**config.mk**
```make
export PLATFORM = sky130hd
export DESIGN_NAME = servo_linear_ramp_core_flat
export DESIGN_NICKNAME = d
export VERILOG_FILES = /design/src/hdl/slr_pkg.sv /design/src/hdl/slr_cmd_if.sv /design/src/hdl/slr_res_if.sv /design/src/hdl/slr_apb.sv /design/src/hdl/slr_muldiv.sv /design/src/hdl/servo_linear_ramp_core.sv /design/src/flat_wrapper.sv
export SDC_FILE = /design/constraint.sdc
export NUM_CORES = 1
export LEC_CHECK = 0
export BUFFER_PORTS_ARGS = -buffer_cell sky130_fd_sc_hd__buf_4
export CAP_MARGIN = 5
export CORE_UTILIZATION = 45
export CTS_CLUSTER_DIAMETER = 40
export CTS_CLUSTER_SIZE = 20
export DETAILED_ROUTE_END_ITERATION = 8
export PLACE_DENSITY_LB_ADDON = 0.1
export SETUP_SLACK_MARGIN = 0.02
export SLEW_MARGIN = 20
export SYNTH_ARGS = -nofsm -noshare
export SYNTH_HDL_FRONTEND = slang
export SYNTH_HIERARCHICAL = 1
export SYNTH_SLANG_ARGS = --single-unit
```
**constraint.sdc**
```tcl
create_clock -name clk -period 7.01 [get_ports clk]
set_input_delay 0.701 -clock clk [delete_from_list [all_inputs] [get_ports clk]]
set_output_delay 0.701 -clock clk [all_outputs]
set_load 0.02 [all_outputs]
```
**src/hdl/slr_pkg.sv**
```systemverilog
`timescale 1ns / 1ps
`default_nettype none

package slr_pkg;

	localparam int TIME_BITS  = 16;
	localparam int ANGLE_BITS = 8;
	localparam int PROD_BITS  = ANGLE_BITS + TIME_BITS;
	localparam int STEP_BITS  = $clog2(ANGLE_BITS);

	localparam int PADDR_BITS = 3;
	localparam int PDATA_BITS = 32;

	localparam logic [ANGLE_BITS-1:0] RESET_ANGLE = ANGLE_BITS'(90);

	// register index taken from the word address bit
	localparam logic REG_INITIAL_ANGLE = 1'b0;

	typedef enum logic [1:0] {
		CMD_TICK = 2'd0,
		CMD_MOVE = 2'd1,
		CMD_JUMP = 2'd2,
		CMD_NONE = 2'd3
	} slr_cmd_t;

	typedef struct packed {
		logic                  wr;
		logic [ANGLE_BITS-1:0] value;
	} slr_cfg_t;

	typedef struct packed {
		logic                  start;
		logic [ANGLE_BITS-1:0] mag;
		logic [TIME_BITS-1:0]  factor;
		logic [TIME_BITS-1:0]  divisor;
	} slr_md_req_t;

	typedef struct packed {
		logic                  done;
		logic [ANGLE_BITS-1:0] quot;
	} slr_md_rsp_t;

endpackage

`default_nettype wire

```
**src/hdl/slr_cmd_if.sv**
```systemverilog
`timescale 1ns / 1ps
`default_nettype none

interface slr_cmd_if import slr_pkg::*; ();
	logic                  valid;
	logic                  ready;
	logic [1:0]            command;
	logic [ANGLE_BITS-1:0] target_angle;
	logic [15:0]           move_time;

	modport source (output valid, command, target_angle, move_time, input ready);
	modport sink   (input valid, command, target_angle, move_time, output ready);
endinterface

`default_nettype wire

```
**src/hdl/slr_res_if.sv**
```systemverilog
`timescale 1ns / 1ps
`default_nettype none

interface slr_res_if import slr_pkg::*; ();
	logic                  valid;
	logic                  ready;
	logic [ANGLE_BITS-1:0] angle;
	logic                  servo_write;
	logic                  moving;

	modport source (output valid, angle, servo_write, moving, input ready);
	modport sink   (input valid, angle, servo_write, moving, output ready);
endinterface

`default_nettype wire

```
**src/hdl/slr_apb.sv**
```systemverilog
`timescale 1ns / 1ps
`default_nettype none

module slr_apb import slr_pkg::*; (
	input  wire logic                  clk,
	input  wire logic                  arst_n,
	input  wire logic                  psel,
	input  wire logic                  penable,
	input  wire logic                  pwrite,
	input  wire logic [PADDR_BITS-1:0] paddr,
	input  wire logic [PDATA_BITS-1:0] pwdata,
	output logic      [PDATA_BITS-1:0] prdata,
	output logic                       pready,
	output slr_cfg_t                   cfg
);

	logic [ANGLE_BITS-1:0] initial_q;
	logic                  hit;

	assign hit        = paddr[PADDR_BITS-1] == REG_INITIAL_ANGLE;
	assign pready     = 1'b1;
	assign cfg.wr     = psel && penable && pwrite && hit;
	assign cfg.value  = pwdata[ANGLE_BITS-1:0];

	always_ff @(posedge clk or negedge arst_n) begin
		if (!arst_n) begin
			initial_q <= RESET_ANGLE;
		end else if (cfg.wr) begin
			initial_q <= cfg.value;
		end
	end

	assign prdata = hit ? PDATA_BITS'(initial_q) : '0;

endmodule

`default_nettype wire

```
**src/hdl/slr_muldiv.sv**
```systemverilog
`timescale 1ns / 1ps
`default_nettype none

// shift-add multiply, one bit of mag per cycle, then restoring divide,
// one quotient bit per cycle, in the same accumulator
module slr_muldiv import slr_pkg::*; (
	input  wire logic        clk,
	input  wire logic        arst_n,
	input  slr_md_req_t      req,
	output slr_md_rsp_t      rsp
);

	logic                  busy_q;
	logic                  div_q;
	logic                  done_q;
	logic [STEP_BITS-1:0]  step_q;
	logic [ANGLE_BITS-1:0] mag_q;
	logic [TIME_BITS-1:0]  fac_q;
	logic [TIME_BITS-1:0]  dvs_q;
	logic [PROD_BITS-1:0]  acc_q;

	logic [PROD_BITS-1:0]  mul_next;
	logic [TIME_BITS:0]    trial;
	logic                  qbit;
	logic [TIME_BITS-1:0]  rem_next;
	logic                  last_step;

	assign last_step = step_q == STEP_BITS'(ANGLE_BITS - 1);

	always_comb begin
		mul_next = {acc_q[PROD_BITS-2:0], 1'b0}
			+ (mag_q[ANGLE_BITS-1] ? PROD_BITS'(fac_q) : '0);
		trial    = {acc_q[PROD_BITS-1:ANGLE_BITS], acc_q[ANGLE_BITS-1]};
		qbit     = trial >= {1'b0, dvs_q};
		rem_next = qbit ? TIME_BITS'(trial - {1'b0, dvs_q}) : trial[TIME_BITS-1:0];
	end

	always_ff @(posedge clk or negedge arst_n) begin
		if (!arst_n) begin
			busy_q <= 1'b0;
			div_q  <= 1'b0;
			done_q <= 1'b0;
			step_q <= '0;
		end else begin
			done_q <= 1'b0;
			if (req.start) begin
				busy_q <= 1'b1;
				div_q  <= 1'b0;
				step_q <= '0;
			end else if (busy_q) begin
				step_q <= step_q + 1'b1;
				if (last_step) begin
					step_q <= '0;
					if (div_q) begin
						busy_q <= 1'b0;
						done_q <= 1'b1;
					end else begin
						div_q <= 1'b1;
					end
				end
			end
		end
	end

	always_ff @(posedge clk) begin
		if (req.start) begin
			mag_q <= req.mag;
			fac_q <= req.factor;
			dvs_q <= req.divisor;
			acc_q <= '0;
		end else if (busy_q) begin
			if (div_q) begin
				acc_q <= {rem_next, acc_q[ANGLE_BITS-2:0], qbit};
			end else begin
				acc_q <= mul_next;
				mag_q <= {mag_q[ANGLE_BITS-2:0], 1'b0};
			end
		end
	end

	assign rsp.done = done_q;
	assign rsp.quot = acc_q[ANGLE_BITS-1:0];

endmodule

`default_nettype wire

```
**src/hdl/servo_linear_ramp_core.sv**
```systemverilog
`timescale 1ns / 1ps
`default_nettype none

// start move, jump, idle tick, final ramp tick, unused code: beat in the cycle after accept
// a ramp tick gives its beat after 8 multiply and 8 divide steps in
// slr_muldiv, once the quotient is taken and ST_EMIT can load the output register
// throughput: one command in flight at a time, so a ramp tick holds the input until its beat
// is loaded; other commands can follow every cycle while the result side takes its beats
// reset: asynchronous, active low; angle and initial_angle return to 90, move state idle
module servo_linear_ramp_core import slr_pkg::*; (
	input  wire logic                  clk,
	input  wire logic                  arst_n,
	input  wire logic                  psel,
	input  wire logic                  penable,
	input  wire logic                  pwrite,
	input  wire logic [PADDR_BITS-1:0] paddr,
	input  wire logic [PDATA_BITS-1:0] pwdata,
	output logic      [PDATA_BITS-1:0] prdata,
	output logic                       pready,
	slr_cmd_if.sink                    cmd,
	slr_res_if.source                  res
);

	typedef enum logic [2:0] {
		ST_IDLE = 3'b001,
		ST_CALC = 3'b010,
		ST_EMIT = 3'b100
	} slr_state_t;

	slr_state_t            state_q;
	logic [ANGLE_BITS-1:0] present_q;
	logic [ANGLE_BITS-1:0] origin_q;
	logic [ANGLE_BITS-1:0] goal_q;
	logic [TIME_BITS-1:0]  span_q;
	logic [TIME_BITS-1:0]  elapsed_q;
	logic                  motion_q;
	logic                  no_cmd_q;
	logic                  out_valid_q;
	logic [ANGLE_BITS-1:0] out_angle_q;
	logic                  out_write_q;
	logic                  out_moving_q;

	slr_cfg_t              cfg;
	slr_md_req_t           md_req;
	slr_md_rsp_t           md_rsp;

	logic                  out_free;
	logic                  in_fire;
	logic                  up;
	logic [TIME_BITS-1:0]  el_next;
	logic [TIME_BITS-1:0]  dur;
	logic                  tick_end;
	logic [ANGLE_BITS-1:0] ramp_angle;
	logic                  load_out;
	logic [ANGLE_BITS-1:0] out_angle_d;
	logic                  out_write_d;
	logic                  out_moving_d;
	slr_cmd_t              op;

	slr_apb u_apb (
		.clk     (clk),
		.arst_n  (arst_n),
		.psel    (psel),
		.penable (penable),
		.pwrite  (pwrite),
		.paddr   (paddr),
		.pwdata  (pwdata),
		.prdata  (prdata),
		.pready  (pready),
		.cfg     (cfg)
	);

	slr_muldiv u_muldiv (
		.clk    (clk),
		.arst_n (arst_n),
		.req    (md_req),
		.rsp    (md_rsp)
	);

	assign out_free  = !out_valid_q || res.ready;
	assign cmd.ready = (state_q == ST_IDLE) && out_free;
	assign in_fire   = cmd.valid && cmd.ready;
	assign op        = slr_cmd_t'(cmd.command);

	assign up         = goal_q >= origin_q;
	assign el_next    = (elapsed_q == '1) ? elapsed_q : elapsed_q + 1'b1;
	assign dur        = TIME_BITS'(cmd.move_time);
	assign tick_end   = el_next >= span_q;
	assign ramp_angle = up ? origin_q + md_rsp.quot : origin_q - md_rsp.quot;

	assign md_req.mag     = up ? goal_q - origin_q : origin_q - goal_q;
	assign md_req.factor  = el_next;
	assign md_req.divisor = span_q;

	always_comb begin
		load_out     = 1'b0;
		md_req.start = 1'b0;
		out_angle_d  = present_q;
		out_write_d  = 1'b0;
		out_moving_d = motion_q;
		unique case (state_q)
			ST_IDLE: begin
				if (in_fire) begin
					unique case (op)
						CMD_TICK: begin
							if (motion_q && !tick_end) begin
								md_req.start = 1'b1;
							end else if (motion_q) begin
								load_out     = 1'b1;
								out_angle_d  = goal_q;
								out_write_d  = 1'b1;
								out_moving_d = 1'b0;
							end else begin
								load_out = 1'b1;
							end
						end
						CMD_MOVE: begin
							load_out     = 1'b1;
							out_moving_d = 1'b1;
						end
						CMD_JUMP: begin
							load_out     = 1'b1;
							out_angle_d  = cmd.target_angle;
							out_write_d  = 1'b1;
							out_moving_d = 1'b0;
						end
						CMD_NONE: begin
							load_out = 1'b1;
						end
						default: begin
							load_out = 1'b1;
						end
					endcase
				end
			end
			ST_CALC: begin
			end
			ST_EMIT: begin
				if (out_free) begin
					load_out     = 1'b1;
					out_write_d  = 1'b1;
					out_moving_d = 1'b1;
				end
			end
			default: begin
			end
		endcase
	end

	always_ff @(posedge clk or negedge arst_n) begin
		if (!arst_n) begin
			state_q     <= ST_IDLE;
			present_q   <= RESET_ANGLE;
			origin_q    <= '0;
			goal_q      <= '0;
			span_q      <= '0;
			elapsed_q   <= '0;
			motion_q    <= 1'b0;
			no_cmd_q    <= 1'b1;
			out_valid_q <= 1'b0;
		end else begin
			if (load_out) begin
				out_valid_q <= 1'b1;
			end else if (res.ready) begin
				out_valid_q <= 1'b0;
			end
			// before the first tick, move or jump command the register also sets the held angle
			if (cfg.wr && no_cmd_q) begin
				present_q <= cfg.value;
			end
			unique case (state_q)
				ST_IDLE: begin
					if (in_fire) begin
						unique case (op)
							CMD_TICK: begin
								no_cmd_q <= 1'b0;
								if (motion_q) begin
									elapsed_q <= el_next;
									if (tick_end) begin
										present_q <= goal_q;
										motion_q  <= 1'b0;
									end else begin
										state_q <= ST_CALC;
									end
								end
							end
							CMD_MOVE: begin
								no_cmd_q  <= 1'b0;
								origin_q  <= present_q;
								goal_q    <= cmd.target_angle;
								span_q    <= dur;
								elapsed_q <= '0;
								motion_q  <= 1'b1;
							end
							CMD_JUMP: begin
								no_cmd_q  <= 1'b0;
								present_q <= cmd.target_angle;
								motion_q  <= 1'b0;
							end
							CMD_NONE: begin
							end
							default: begin
							end
						endcase
					end
				end
				ST_CALC: begin
					if (md_rsp.done) begin
						present_q <= ramp_angle;
						state_q   <= ST_EMIT;
					end
				end
				ST_EMIT: begin
					if (out_free) begin
						state_q <= ST_IDLE;
					end
				end
				default: begin
					state_q <= ST_IDLE;
				end
			endcase
		end
	end

	always_ff @(posedge clk) begin
		if (load_out) begin
			out_angle_q  <= out_angle_d;
			out_write_q  <= out_write_d;
			out_moving_q <= out_moving_d;
		end
	end

	assign res.valid       = out_valid_q;
	assign res.angle       = out_angle_q;
	assign res.servo_write = out_write_q;
	assign res.moving      = out_moving_q;

	a_done_in_calc: assert property (@(posedge clk) disable iff (!arst_n)
		md_rsp.done |-> state_q == ST_CALC)
		else $error("divider finished outside a ramp tick");

	a_ramp_bounds: assert property (@(posedge clk) disable iff (!arst_n)
		(state_q == ST_EMIT) |->
			((up && present_q >= origin_q && present_q <= goal_q) ||
			 (!up && present_q <= origin_q && present_q >= goal_q)))
		else $error("ramp angle outside origin and goal");

	a_jump_beat: assert property (@(posedge clk) disable iff (!arst_n)
		(in_fire && op == CMD_JUMP) |=> (res.valid && res.servo_write && !res.moving))
		else $error("jump did not give a write beat");

endmodule

`default_nettype wire

```
**src/flat_wrapper.sv**
```systemverilog
// flat-port wrapper written by rule: the top's interface ports become plain ports
module servo_linear_ramp_core_flat import slr_pkg::*;
  (clk, arst_n, psel, penable, pwrite, paddr, pwdata, prdata, pready, cmd_valid, cmd_command, cmd_target_angle, cmd_move_time, cmd_ready, res_valid, res_angle, res_servo_write, res_moving, res_ready);
  slr_cmd_if cmd_i ();
  slr_res_if res_i ();
  input  wire logic clk;
  input  wire logic arst_n;
  input  wire logic psel;
  input  wire logic penable;
  input  wire logic pwrite;
  input  wire logic [PADDR_BITS-1:0] paddr;
  input  wire logic [PDATA_BITS-1:0] pwdata;
  output logic      [PDATA_BITS-1:0] prdata;
  output logic pready;
  input wire logic [$bits(cmd_i.valid)-1:0] cmd_valid;
  input wire logic [$bits(cmd_i.command)-1:0] cmd_command;
  input wire logic [$bits(cmd_i.target_angle)-1:0] cmd_target_angle;
  input wire logic [$bits(cmd_i.move_time)-1:0] cmd_move_time;
  output wire logic [$bits(cmd_i.ready)-1:0] cmd_ready;
  output wire logic [$bits(res_i.valid)-1:0] res_valid;
  output wire logic [$bits(res_i.angle)-1:0] res_angle;
  output wire logic [$bits(res_i.servo_write)-1:0] res_servo_write;
  output wire logic [$bits(res_i.moving)-1:0] res_moving;
  input wire logic [$bits(res_i.ready)-1:0] res_ready;
  assign cmd_i.valid = cmd_valid;
  assign cmd_i.command = cmd_command;
  assign cmd_i.target_angle = cmd_target_angle;
  assign cmd_i.move_time = cmd_move_time;
  assign cmd_ready = cmd_i.ready;
  assign res_valid = res_i.valid;
  assign res_angle = res_i.angle;
  assign res_servo_write = res_i.servo_write;
  assign res_moving = res_i.moving;
  assign res_i.ready = res_ready;
  servo_linear_ramp_core u_core (.clk(clk), .arst_n(arst_n), .psel(psel), .penable(penable), .pwrite(pwrite), .paddr(paddr), .pwdata(pwdata), .prdata(prdata), .pready(pready), .cmd(cmd_i), .res(res_i));
endmodule
```
-- Word level (Yosys, flattened, before mapping)
Cells that the tools add are included.
- register bits after elaboration: 150
- memories kept: 0
- bits in read-only memories: 0
- bits in latches: 0
- output and inout port bits: 45
- logic and storage cells: 143
- memory bits (writable): 0
- reductions and logical operators: 25
- bitwise logic cells: 1
- mux-type cells: 69
- div/mod/pow operators: 0
- $add $sub $neg: 8
- magnitude comparators: 3
- equality and inequality tests: 16
- shift operators: 0
- $mul: 0
- operators with widths (cell ; count):
    2-to-1 mux 8 bit ; 15
    2-to-1 mux 16 bit ; 4
    case mux 8 bit (2 select lines) ; 3
    case mux 16 bit (2 select lines) ; 1
    2-to-1 mux 1 bit ; 28
    2-to-1 mux 3 bit ; 9
    adder 24 x 16 -> 24 bit ; 1
    2-to-1 mux 24 bit ; 1
    subtractor 8 bit ; 3
    >= comparator 17 x 16 -> 1 bit ; 1
    adder 16 x 1 -> 16 bit, second input constant ; 1
    == test 16 bit, second input constant ; 1
    >= comparator 16 bit ; 1
    subtractor 16 bit ; 1
    inequality test 2 x 1 -> 1 bit, second input constant ; 5
    case mux 1 bit (2 select lines) ; 5
    case mux 3 bit (3 select lines) ; 1
    AND reduction 3 bit ; 3
    adder 8 bit ; 1
    >= comparator 8 bit ; 1
    nonzero test 2 bit ; 4
    logical AND 1 bit ; 7
    == test 3 bit, second input constant ; 2
    inequality test 2 bit, second input constant ; 3
    15 further kinds ; 20

-- Depth between registers and ports, before layout
Gate-level depths: netlist (run 1).
- depth in word-level cells: 11
- gate-level depth with buffers: 20

-- Modules after synthesis
Netlist (run 1), hierarchy kept.
- modules (own cells, without submodules) (module ; instances ; seq. area each (µm²) ; cells each ; area an instance (µm²)):
    servo_linear_ramp_core ; 1 ; 1859.3 ; 584 ; 5505.3
    slr_muldiv ; 1 ; 1831.8 ; 482 ; 4655.7
    slr_apb ; 1 ; 205.2 ; 61 ; 648.1

-- Worst setup path before layout (run 1)
No wires, ideal clock.
- kind: register -> register
- from: reg u_core.elapsed_q[0]
- to: reg u_core.u_muldiv.acc_q[20]
- period minus slack after synthesis: 4858 ps
- cell stages (with the launch flop): 20
- required time: 6884 ps
- setup time: 126 ps
- arrival: 4733 ps
- buffers on the path: 3
- path slack: 2152 ps
- cell sequence: dfrtp_1 -> ha_1 -> nand3_1 -> or4_4 -> buf_6 -> nand3_1 -> o21a_1 -> ha_1 -> a211oi_1 -> o21ai_0 -> a21oi_1 -> o2111ai_1 -> inv_1 -> clkbuf_1 -> nor2b_1 -> and2_1 -> clkbuf_1 -> and3_1 -> a222oi_1 -> o21ai_0
- RTL lines (element ; RTL line ; source):
    start: declaration ; servo_linear_ramp_core.sv:35 ; logic [TIME_BITS-1:0] elapsed_q;
    start signal: assignment ; servo_linear_ramp_core.sv:178 ; elapsed_q <= el_next;
    end signal: assignment ; slr_muldiv.sv:73 ; acc_q <= {rem_next, acc_q[ANGLE_BITS-2:0], qbit};
    end signal: assignment ; slr_muldiv.sv:75 ; acc_q <= mul_next;
    end: declaration ; slr_muldiv.sv:20 ; logic [PROD_BITS-1:0] acc_q;

==> out/metrics.cfg, run 1 <==
[worst_setup_path]
cp_data_arrival_time_ns=5.55
crit_path_start_kind=flip-flop
cp_cell_sequence=ha_1 > nand3_1 > or4_4 > nand3_1 > o21a_1 > ha_1 > a211oi_1 > o21ai_0 > a21oi_1 > o2111ai_1 > inv_2 > nor2b_1 > and2_1 > and3_1 > a222oi_1 > o21ai_0
cp_slowest_stage_delay_ns=0.70
setup.worst_path.end_class=flip-flop
slowest_stage=or4_4
cp_num_buf_inv=1
worstSetupPathType=flip-flop to flip-flop
worst_ep_required_time_ns=7.32
path_max_fanout=28
cpLargestDelayFamily=simple AND/OR/NAND/NOR gates

[clock_network]
clk_pin_slew_ns=0.07
h-tree-depth=4
cts_tree=done
cts_hold_repair.buffers=0
clock-sinks=150
root_buffer=clkbuf_16
cts_setup_buffers=0
clk_path_buf_depth=2
post_cts_resized=0
clock_latency_ns=0.43
numCtsBuffers=17

[drt]
first_pass_iters=5
dr.first_iter.drc_count=609
ant_nets=0
drc=0
wire_per_inst_um=17.38
viasPerCell=5.566
postRouteWirelength_um=25880
routed-via-count=8288

[sta]
maxSlewHeadroom=0.3741
setup_viol=0
max_freq_mhz=190.9
rsz0062_at_grt=no
setup_tns_ns=0
maxSlewViolCount=0
fin_crit_ns=5.238
final-hold-violation-count=0
finalCritPeriodShare=0.7472
worst_slew_pin_slew_ns=0.9388
fin_skew_ns=0.01624

[floorplanning]
fp-row-count=56
die_x_um=157.0
start_util=0.4591
num_io_pins=113
die_area_um2=24640
placeableCoreArea_um2=23540
die_h_um=157.0

[placement]
place_congestion=0.8490
postPlaceCellArea_um2=11300
placed_cells=1457
hpwl_um=19260
port_buffers=61

[cells_and_area]
drive_gt1_frac=0.1872
instances_no_fill=1489
design_area_um2=11870
diodes=0
nFillCells=2257
finalNetCount=1308
syn_to_final_growth_pct=9.769
postLayoutCoreUtil=0.5040

[global_routing]
grt_pass1_wl_um=41670
grt_util_all_layers=0.2183
grt_max_degree=72
grt_pass1_vias=7828
antenna_found_initial=0
grt_overflow=0

[power_and_ir_drop]
vdd_drop_max_mv=0.1234
powerDensity_nw_per_um2=159.0
p_leak_uw=0.005186

[yosys]
syn_area_um2=10810
avgSynthCellArea_um2=9.591
ys_ff_latch=150
yosysTopAreaCell=dfrtp_1
synth_async_sr_flop_share=0.5067
yosys-top-cells-area=dfrtp_1, edfxtp_1, ha_1
synth_edf_count=50
synth-main-ff-cell=dfrtp_1
synth_seq_area_share=0.3605
synth_top_area_share=0.1528
synth_warnings=6
synth.distinct_cells=98
synthCells=1127

[flow_run]
cap_violations=0

[status]
status=completed

[hold_path]
hp-class=primary input to async pin

==> layout by cell type, fill, tap and decap left out, types with 6 or more instances in the layout <==
cell,instances
inv_1,85
nand2_1,81
ha_1,78
a21oi_1,73
buf_4,68
dfrtp_1,66
nor2_1,62
mux2_2,54
o21ai_0,53
edfxtp_1,50
xnor2_1,40
nand3_1,31
mux2i_1,26
conb_1,25
dfxtp_1,24
and2_1,21
and3_1,20
clkbuf_16,17
a21o_1,16
xor2_1,16
nor3_1,15
o31ai_1,11
a22oi_1,10
o211ai_1,10
dfstp_2,10
nand4_1,9
o21a_1,9
nand2b_1,9
a211oi_1,8
a221o_1,8
and2b_2,8
a31oi_1,7
nor2b_1,6
==> synth_stat cells (20+ instances only) <==
library cell	count
nand2_1	81
and2_1	21
a21oi_1	73
nand3_1	31
o21ai_0	53
xnor2_1	40
buf_4	44
inv_1	86
mux2_2	54
mux2i_1	26
ha_1	78
nor2_1	62
and3_1	20
dfrtp_1	66
edfxtp_1	50
dfxtp_1	24
clkbuf_1	21
==> where the power goes <==
group          switching, uW  internal (uW)  leakage, uW
Clock                    413            468     0.000274
Sequential              4.17            912      0.00165
Combinational           50.3           38.1      0.00327
Total                    468           1420      0.00519
==> cell type report <==
type | instances | area (um2) | area share
well taps | 319 | 399.1 | 0.03364
multi-input cells | 834 | 6175 | 0.5204
flip-flops and latches | 150 | 3896 | 0.3284
inverters | 86 | 322.8 | 0.02721
clock buffers | 17 | 425.4 | 0.03585
repair buffers | 68 | 510.5 | 0.04302
clock inverters | 15 | 136.4 | 0.01149
==> logic make-up (layout without fill, tap and decap cells) <==
group,count (synthesis),after routing,share of synthesized area
buf+inv,166,186,0.07628
fa+ha+maj,83,83,0.09955
simple gates,303,303,0.1498
other cells,2,25,0.0006948
xor+xnor,56,56,0.04538
compound gates,281,281,0.1809
flops,150,150,0.3605
mux,86,86,0.08693
==> worst register-to-register path, stage by stage (launching register included) <==
cell	delay (ns)
dfrtp_1	0.48
ha_1	0.27
nand3_1	0.27
or4_4	0.70
nand3_1	0.14
o21a_1	0.17
ha_1	0.25
a211oi_1	0.23
o21ai_0	0.11
a21oi_1	0.47
o2111ai_1	0.33
inv_2	0.50
nor2b_1	0.32
and2_1	0.36
and3_1	0.21
a222oi_1	0.21
o21ai_0	0.10
==> layer usage <==
metal,global-route usage,vias to the layer above,wire length (um)
met5,0,-,0
met4,0.05556,0,303
met3,0.03387,25,978
met2,0.3335,178,11480
met1,0.3197,3999,13120
li1,-,4086,-
==> stage by stage <==
step                setup slack [ns]  power, uW  hold WS (ns)
finish                         1.772       1886       0.06958
global route                   1.293       1951       0.05909
CTS                            1.686       1913       0.05172
detailed placement             1.718       1024        0.4766
global placement               1.711       1023        0.4694
floorplan                      2.152      991.2        0.4054
==> flip-flops by register name, indices dropped and copies added, names as in the netlist, 3 cells and up <==
register                flops
u_core/u_muldiv/fac_q      16
u_core/state_q              3
u_core/res.angle            8
u_core/u_muldiv/mag_q       8
u_core/elapsed_q           16
u_core/u_muldiv/dvs_q      16
u_core/present_q            8
u_core/span_q              16
u_core/u_muldiv/step_q      3
u_core/goal_q               8
u_core/u_apb/initial_q      8
u_core/u_muldiv/acc_q      24
u_core/origin_q             8
==> path summary, 6_finish.rpt <==
| check | start | to | slack [ns] | depth (start not counted) |
|---|---|---|---|---|
| worst min-delay path | arst_n | u_core/span_q[7] | 0.07 | 1 |
| max in group asynchronous | arst_n | u_core/u_muldiv/div_q | 5.83 | 2 |
| worst max register to register | u_core/elapsed_q[0] | u_core/u_muldiv/acc_q[20] | 1.77 | 16 |
| min in group clk | u_core/no_cmd_q | u_core/no_cmd_q | 0.49 | 1 |
| worst min register to register | u_core/no_cmd_q | u_core/no_cmd_q | 0.49 | 1 |
| worst max-delay path | u_core/elapsed_q[0] | u_core/u_muldiv/acc_q[20] | 1.77 | 16 |
No activity file was read; power rests on OpenSTA's default activity.
==> run 2: changes to the inputs <==
clock period = 4.23 ns   (was 7.01 ns; I/O delays follow)
==> out/metrics.cfg, run 2 (same netlist as run 1, synthesis figures left out) <==
[global_routing]
antenna_found_initial=0  ; unchanged
grt_overflow=0  ; unchanged
grt_max_degree=56  ; was 72
grt_pass1_vias=7807  ; was 7828
grt_pass1_wl_um=42140  ; was 41670 um
grt_util_all_layers=0.2204  ; was 0.2183

[floorplanning]
start_util=0.4591  ; unchanged
die_x_um=157.0  ; unchanged
fp-row-count=56  ; unchanged
die_area_um2=24640  ; unchanged
num_io_pins=113  ; unchanged
placeableCoreArea_um2=23540  ; unchanged
die_h_um=157.0  ; unchanged

[sta]
setup_tns_ns=0  ; unchanged
rsz0062_at_grt=no  ; unchanged
fin_skew_ns=0.01268  ; was 0.01624 ns
fin_crit_ns=4.003  ; was 5.238 ns
final-hold-violation-count=0  ; unchanged
maxSlewHeadroom=0.4802  ; was 0.3741
worst_slew_pin_slew_ns=0.7798  ; was 0.9388 ns
maxSlewViolCount=0  ; unchanged
finalCritPeriodShare=0.9462  ; was 0.7472
setup_viol=0  ; unchanged
max_freq_mhz=249.8  ; was 190.9 MHz

[cells_and_area]
design_area_um2=12140  ; was 11870 um2
finalNetCount=1326  ; was 1308
final_common_cell=inv_1  ; unchanged
drive_gt1_frac=0.2104  ; was 0.1872
multiInputGateArea_um2=6250  ; was 6175 um2
postLayoutCoreUtil=0.5157  ; was 0.5040
regMostFlops=u_core/u_muldiv/acc_q  ; unchanged
nFillCells=2233  ; was 2257
largest_register_ffs=24  ; unchanged
seqCellArea_um2=3901  ; was 3896 um2
instances_no_fill=1507  ; was 1489
diodes=0  ; unchanged
final_cell_mix=inv_1, buf_4, nand2_1  ; was inv_1, nand2_1, ha_1
syn_to_final_growth_pct=12.33  ; was 9.769%

[clock_network]
clock_latency_ns=0.43  ; about the same
numCtsBuffers=17  ; unchanged
cts_tree=done  ; unchanged
h-tree-depth=4  ; unchanged
clk_path_buf_depth=2  ; unchanged
clk_pin_slew_ns=0.07  ; about the same
clock-sinks=150  ; unchanged
root_buffer=clkbuf_16  ; unchanged
cts_hold_repair.buffers=0  ; unchanged

[placement]
place_congestion=0.8991  ; was 0.8490
placed_cells=1467  ; was 1457
port_buffers=61  ; unchanged
hpwl_um=19680  ; was 19260 um
postPlaceCellArea_um2=11420  ; was 11300 um2

[status]
status=completed  ; unchanged

[power_and_ir_drop]
p_leak_uw=0.005284  ; was 0.005186 uW
vdd_drop_max_mv=0.2020  ; was 0.1234 mV
powerDensity_nw_per_um2=270.1  ; was 159.0 nW/um2

[flow_run]
cap_violations=0  ; unchanged

[worst_setup_path]
cp_slowest_stage_delay_ns=0.47  ; was 0.70 ns
setup.worst_path.end_class=flip-flop  ; unchanged
crit_end=u_core/u_muldiv/acc_q[20]  ; unchanged
r2r_slack_ns=0.23  ; was 1.77 ns
critPathLaunch=u_core/elapsed_q[5]  ; was u_core/elapsed_q[0]
crit_path_start_kind=flip-flop  ; unchanged
worst_ep_required_time_ns=4.53  ; was 7.32 ns
r2r-start=u_core/elapsed_q[5]  ; was u_core/elapsed_q[0]
cp.depth=17  ; was 16
worstRegToRegCells=17  ; was 16
slowest_stage=a2111oi_2  ; was or4_4
cp_cell_sequence=buf_4 > nand3_1 > nor4_2 > buf_4 > a2111oi_2 > xor2_1 > ha_1 > a21oi_1 > o21ai_0 > a21oi_2 > o2111ai_4 > clkinvlp_4 > nor2b_4 > and2_2 > and3_1 > a222oi_1 > o21ai_0  ; was ha_1 > nand3_1 > or4_4 > nand3_1 > o21a_1 > ha_1 > a211oi_1 > o21ai_0 > a21oi_1 > o2111ai_1 > inv_2 > nor2b_1 > and2_1 > and3_1 > a222oi_1 > o21ai_0
worstSetupPathType=flip-flop to flip-flop  ; unchanged
cp_num_buf_inv=3  ; was 1
path_max_fanout=7  ; was 28
cp_data_arrival_time_ns=4.30  ; was 5.55 ns
cpLargestDelayFamily=compound AO/OA/AOI/OAI gates  ; was simple AND/OR/NAND/NOR gates
r2r-end=u_core/u_muldiv/acc_q[20]  ; unchanged

[drt]
first_pass_iters=5  ; unchanged
wire_per_inst_um=17.47  ; was 17.38 um
drc=0  ; unchanged
postRouteWirelength_um=26320  ; was 25880 um
viasPerCell=5.586  ; was 5.566
routed-via-count=8418  ; was 8288
ant_nets=0  ; unchanged
dr.first_iter.drc_count=628  ; was 609

[hold_path]
hp-class=primary input to async pin  ; unchanged

## run 2: cell types whose count changed in the layout (fill, tap and decap cells not counted), sizes merged
cell / delta
buf: +17
or4: +1
inv: -2
clkinv: -1
bufinv: +3
## run 2: cell type report
class,instances,share of cell area
Multi-Input combinational cell,835,0.5147
Sequential cell,150,0.3213
Timing Repair Buffer,85,0.05359
Clock buffer,17,0.03504
Tap cell,319,0.03287
Inverter,86,0.02690
Clock inverter,15,0.01556
## run 2: power by group
part           total (uW)  leakage, uW  switching [uW]  internal (uW)
registers            1520      0.00164            7.12           1510
clock network        1610     0.000298             669            944
logic                 147      0.00335            84.2           63.2
## run 2: per-stage QoR
stage | total power [uW] | setup WS (ns) | hold slack (ns)
after floorplan | 1643 | -0.04401 | 0.1274
after CTS | 3319 | 0.1248 | 0.06799
after global placement | 1695 | 0.1767 | 0.4645
after global routing | 3385 | 0.02367 | 0.1058
final | 3280 | 0.2274 | 0.04001
after detailed placement | 1698 | 0.1546 | 0.4636
## run 2: worst min-delay path by stage
stage	slack (ns)	cells after the start	to	startpoint
after global placement	0.46	0	u_core/u_muldiv/dvs_q[8]	u_core/span_q[8]
final	0.04	1	u_core/span_q[6]	arst_n
after floorplan	0.13	0	u_core/elapsed_q[0]	arst_n
after global routing	0.11	1	u_core/span_q[5]	arst_n
after detailed placement	0.46	0	u_core/u_muldiv/dvs_q[9]	u_core/span_q[9]
after CTS	0.07	1	u_core/span_q[6]	arst_n
## run 2: layer usage
layer,track usage,up-vias,part of all wire,wire [um]
li1,-,4139,-,-
met3,0.02891,26,0.032,850
met1,0.3240,4062,0.51,13340
met2,0.3363,191,0.45,11790
met4,0.06303,0,0.013,340
met5,0,-,0,0
## run 2: what timing repair did
item,4_1_cts,5_1_grt
resized for setup,0,11
endpoints found under the setup margin,0,40
setup buffers,0,7
==> run 3: changes to the inputs <==
CELL_PAD_IN_SITES_DETAIL_PLACEMENT = 1   (was default)
CELL_PAD_IN_SITES_GLOBAL_PLACEMENT = 1   (was default)
CORE_UTILIZATION = 42   (was 45)
==> out/metrics.cfg, run 3 (same netlist as run 1, synthesis figures left out) <==
[sta]
maxSlewHeadroom=0.4927  ; was 0.4802
maxSlewViolCount=0  ; unchanged
finalCritPeriodShare=0.9364  ; was 0.9462
worst_slew_pin_slew_ns=0.7610  ; was 0.7798 ns
rsz0062_at_grt=no  ; unchanged
fin_crit_ns=3.961  ; was 4.003 ns
final-hold-violation-count=0  ; unchanged
fin_skew_ns=0.02361  ; was 0.01268 ns
setup_viol=0  ; unchanged
max_freq_mhz=252.5  ; was 249.8 MHz
setup_tns_ns=0  ; unchanged

[power_and_ir_drop]
p_leak_uw=0.005287  ; was 0.005284 uW
vdd_drop_max_mv=0.2189  ; was 0.2020 mV
powerDensity_nw_per_um2=261.7  ; was 270.1 nW/um2
total_power_uw=3181  ; was 3280 uW

[floorplanning]
start_util=0.4292  ; was 0.4591
fp-row-count=58  ; was 56
die_x_um=162.4  ; was 157.0 um
num_io_pins=113  ; unchanged
die_area_um2=26380  ; was 24640 um2
placeableCoreArea_um2=25180  ; was 23540 um2
die_h_um=162.4  ; was 157.0 um

[clock_network]
cts_hold_repair.buffers=0  ; unchanged
h-tree-depth=4  ; unchanged
root_buffer=clkbuf_16  ; unchanged
clk_path_buf_depth=2  ; unchanged
clk_pin_slew_ns=0.07  ; about the same
clock_latency_ns=0.44  ; was 0.43 ns
cts_tree=done  ; unchanged
numCtsBuffers=17  ; unchanged
clock-sinks=150  ; unchanged

[drt]
first_pass_iters=5  ; unchanged
postRouteWirelength_um=29370  ; was 26320 um
drc=0  ; unchanged
ant_nets=0  ; unchanged
viasPerCell=5.636  ; was 5.586
dr.first_iter.drc_count=375  ; was 628
wire_per_inst_um=19.28  ; was 17.47 um
routed-via-count=8583  ; was 8418

[global_routing]
grt_pass1_vias=8547  ; was 7807
grt_pass1_wl_um=47420  ; was 42140 um
grt_max_degree=55  ; was 56
grt_util_all_layers=0.2315  ; was 0.2204
grt_overflow=0  ; unchanged
antenna_found_initial=0  ; unchanged

[worst_setup_path]
crit_path_start_kind=flip-flop  ; unchanged
worstSetupPathType=flip-flop to flip-flop  ; unchanged
path_max_fanout=7  ; unchanged
cp_cell_sequence=ha_2 > and3_1 > a21oi_1 > buf_4 > nand3_1 > xnor2_1 > ha_1 > a21oi_1 > o21ai_0 > a21oi_2 > o2111ai_4 > clkinvlp_4 > nor2b_4 > and2_2 > and3_1 > a222oi_1 > o21ai_0  ; was buf_4 > nand3_1 > nor4_2 > buf_4 > a2111oi_2 > xor2_1 > ha_1 > a21oi_1 > o21ai_0 > a21oi_2 > o2111ai_4 > clkinvlp_4 > nor2b_4 > and2_2 > and3_1 > a222oi_1 > o21ai_0
worst_ep_required_time_ns=4.53  ; about the same
cpLargestDelayFamily=compound AO/OA/AOI/OAI gates  ; unchanged
slowest_stage=dfrtp_2  ; was a2111oi_2
cp_slowest_stage_delay_ns=0.46  ; was 0.47 ns
cp_num_buf_inv=2  ; was 3
setup.worst_path.end_class=flip-flop  ; unchanged
cp_data_arrival_time_ns=4.26  ; was 4.30 ns

[cells_and_area]
diodes=0  ; unchanged
finalNetCount=1331  ; was 1326
final_cell_mix=buf_4, inv_1, nand2_1  ; was inv_1, buf_4, nand2_1
drive_gt1_frac=0.2146  ; was 0.2104
syn_to_final_growth_pct=12.47  ; was 12.33%
largest_register_ffs=24  ; unchanged
regMostFlops=u_core/u_muldiv/acc_q  ; unchanged
nFillCells=2834  ; was 2233
final_common_cell=buf_4  ; was inv_1

[placement]
place_congestion=0.8509  ; was 0.8991
hpwl_um=22410  ; was 19680 um
port_buffers=61  ; unchanged

[hold_path]
hp-class=primary input to async pin  ; unchanged

[status]
status=completed  ; unchanged

[flow_run]
cap_violations=0  ; unchanged

run 3: cell count changes in the layout (fill, tap and decap cells not counted), moves of 2 or more:
cell and change:
buf_4 +5, nor4_2 -2, nor4_1 +2, dfrtp_1 -2, dfrtp_2 +2, bufinv_16 -2
run 3: layer usage:
metal,vias up,global-route usage,part of all wire
met3,14,0.02827,0.030
met5,-,0,0
met4,0,0.05274,0.0073
met1,4266,0.3309,0.49
met2,159,0.3714,0.47
li1,4144,-,-
run 3: cell type report:
| cell class | count | area [um2] | area share |
|---|---|---|---|
| Inverter | 86 | 326.6 | 0.02686 |
| Tap cell | 330 | 412.9 | 0.03396 |
| Clock inverter | 14 | 140.1 | 0.01153 |
| Timing Repair Buffer | 90 | 688.2 | 0.05661 |
| Multi-Input combinational cell | 835 | 6256 | 0.5146 |
| Clock buffer | 18 | 429.2 | 0.03530 |
| Sequential cell | 150 | 3904 | 0.3211 |
run 3: final timing paths:
kind / start / end / slack (ns) / depth (start not counted)
worst max-delay path: u_core/elapsed_q[0] / u_core/u_muldiv/acc_q[20] / 0.27 / 17
worst min register to register: u_core/no_cmd_q / u_core/no_cmd_q / 0.49 / 1
max in group asynchronous: arst_n / u_core/present_q[4] / 3.33 / 2
worst max register to register: u_core/elapsed_q[0] / u_core/u_muldiv/acc_q[20] / 0.27 / 17
worst min-delay path: arst_n / u_core/goal_q[0] / 0.04 / 1
min in group clk: cmd_move_time[12] / u_core/span_q[12] / 0.21 / 2
run 3: timing repair:
action | 4_1_cts | 5_1_grt
setup endpoints to repair | 1 | 36
setup buffers | 0 | 6
gates cloned | 0 | 1
resized for setup | 1 | 13
pin swaps | 0 | 3
run 3: report_power, final:
group          internal, uW  switching [uW]  leakage (uW)  total (uW)
registers              1510            7.23       0.00164        1520
clock network           829             683      0.000276        1510
logic                  63.7            86.3       0.00337         150
run 3: per-stage QoR:
stage / setup slack [ns] / utilization / hold WS (ns) / cells / area, um2
6_report: 0.2689 / 0.4828 / 0.03851 / 1523 / 12160
3_3_place_gp: 0.1353 / 0.4559 / 0.4763 / 1484 / 11480
5_1_grt: 0.02332 / 0.4828 / 0.09789 / 1523 / 12160
3_5_place_dp: 0.06595 / 0.4559 / 0.4773 / 1484 / 11480
4_1_cts: 0.05150 / 0.4785 / 0.06537 / 1516 / 12050
2_1_floorplan: -0.04401 / - / 0.1274 / 1150 / 10940
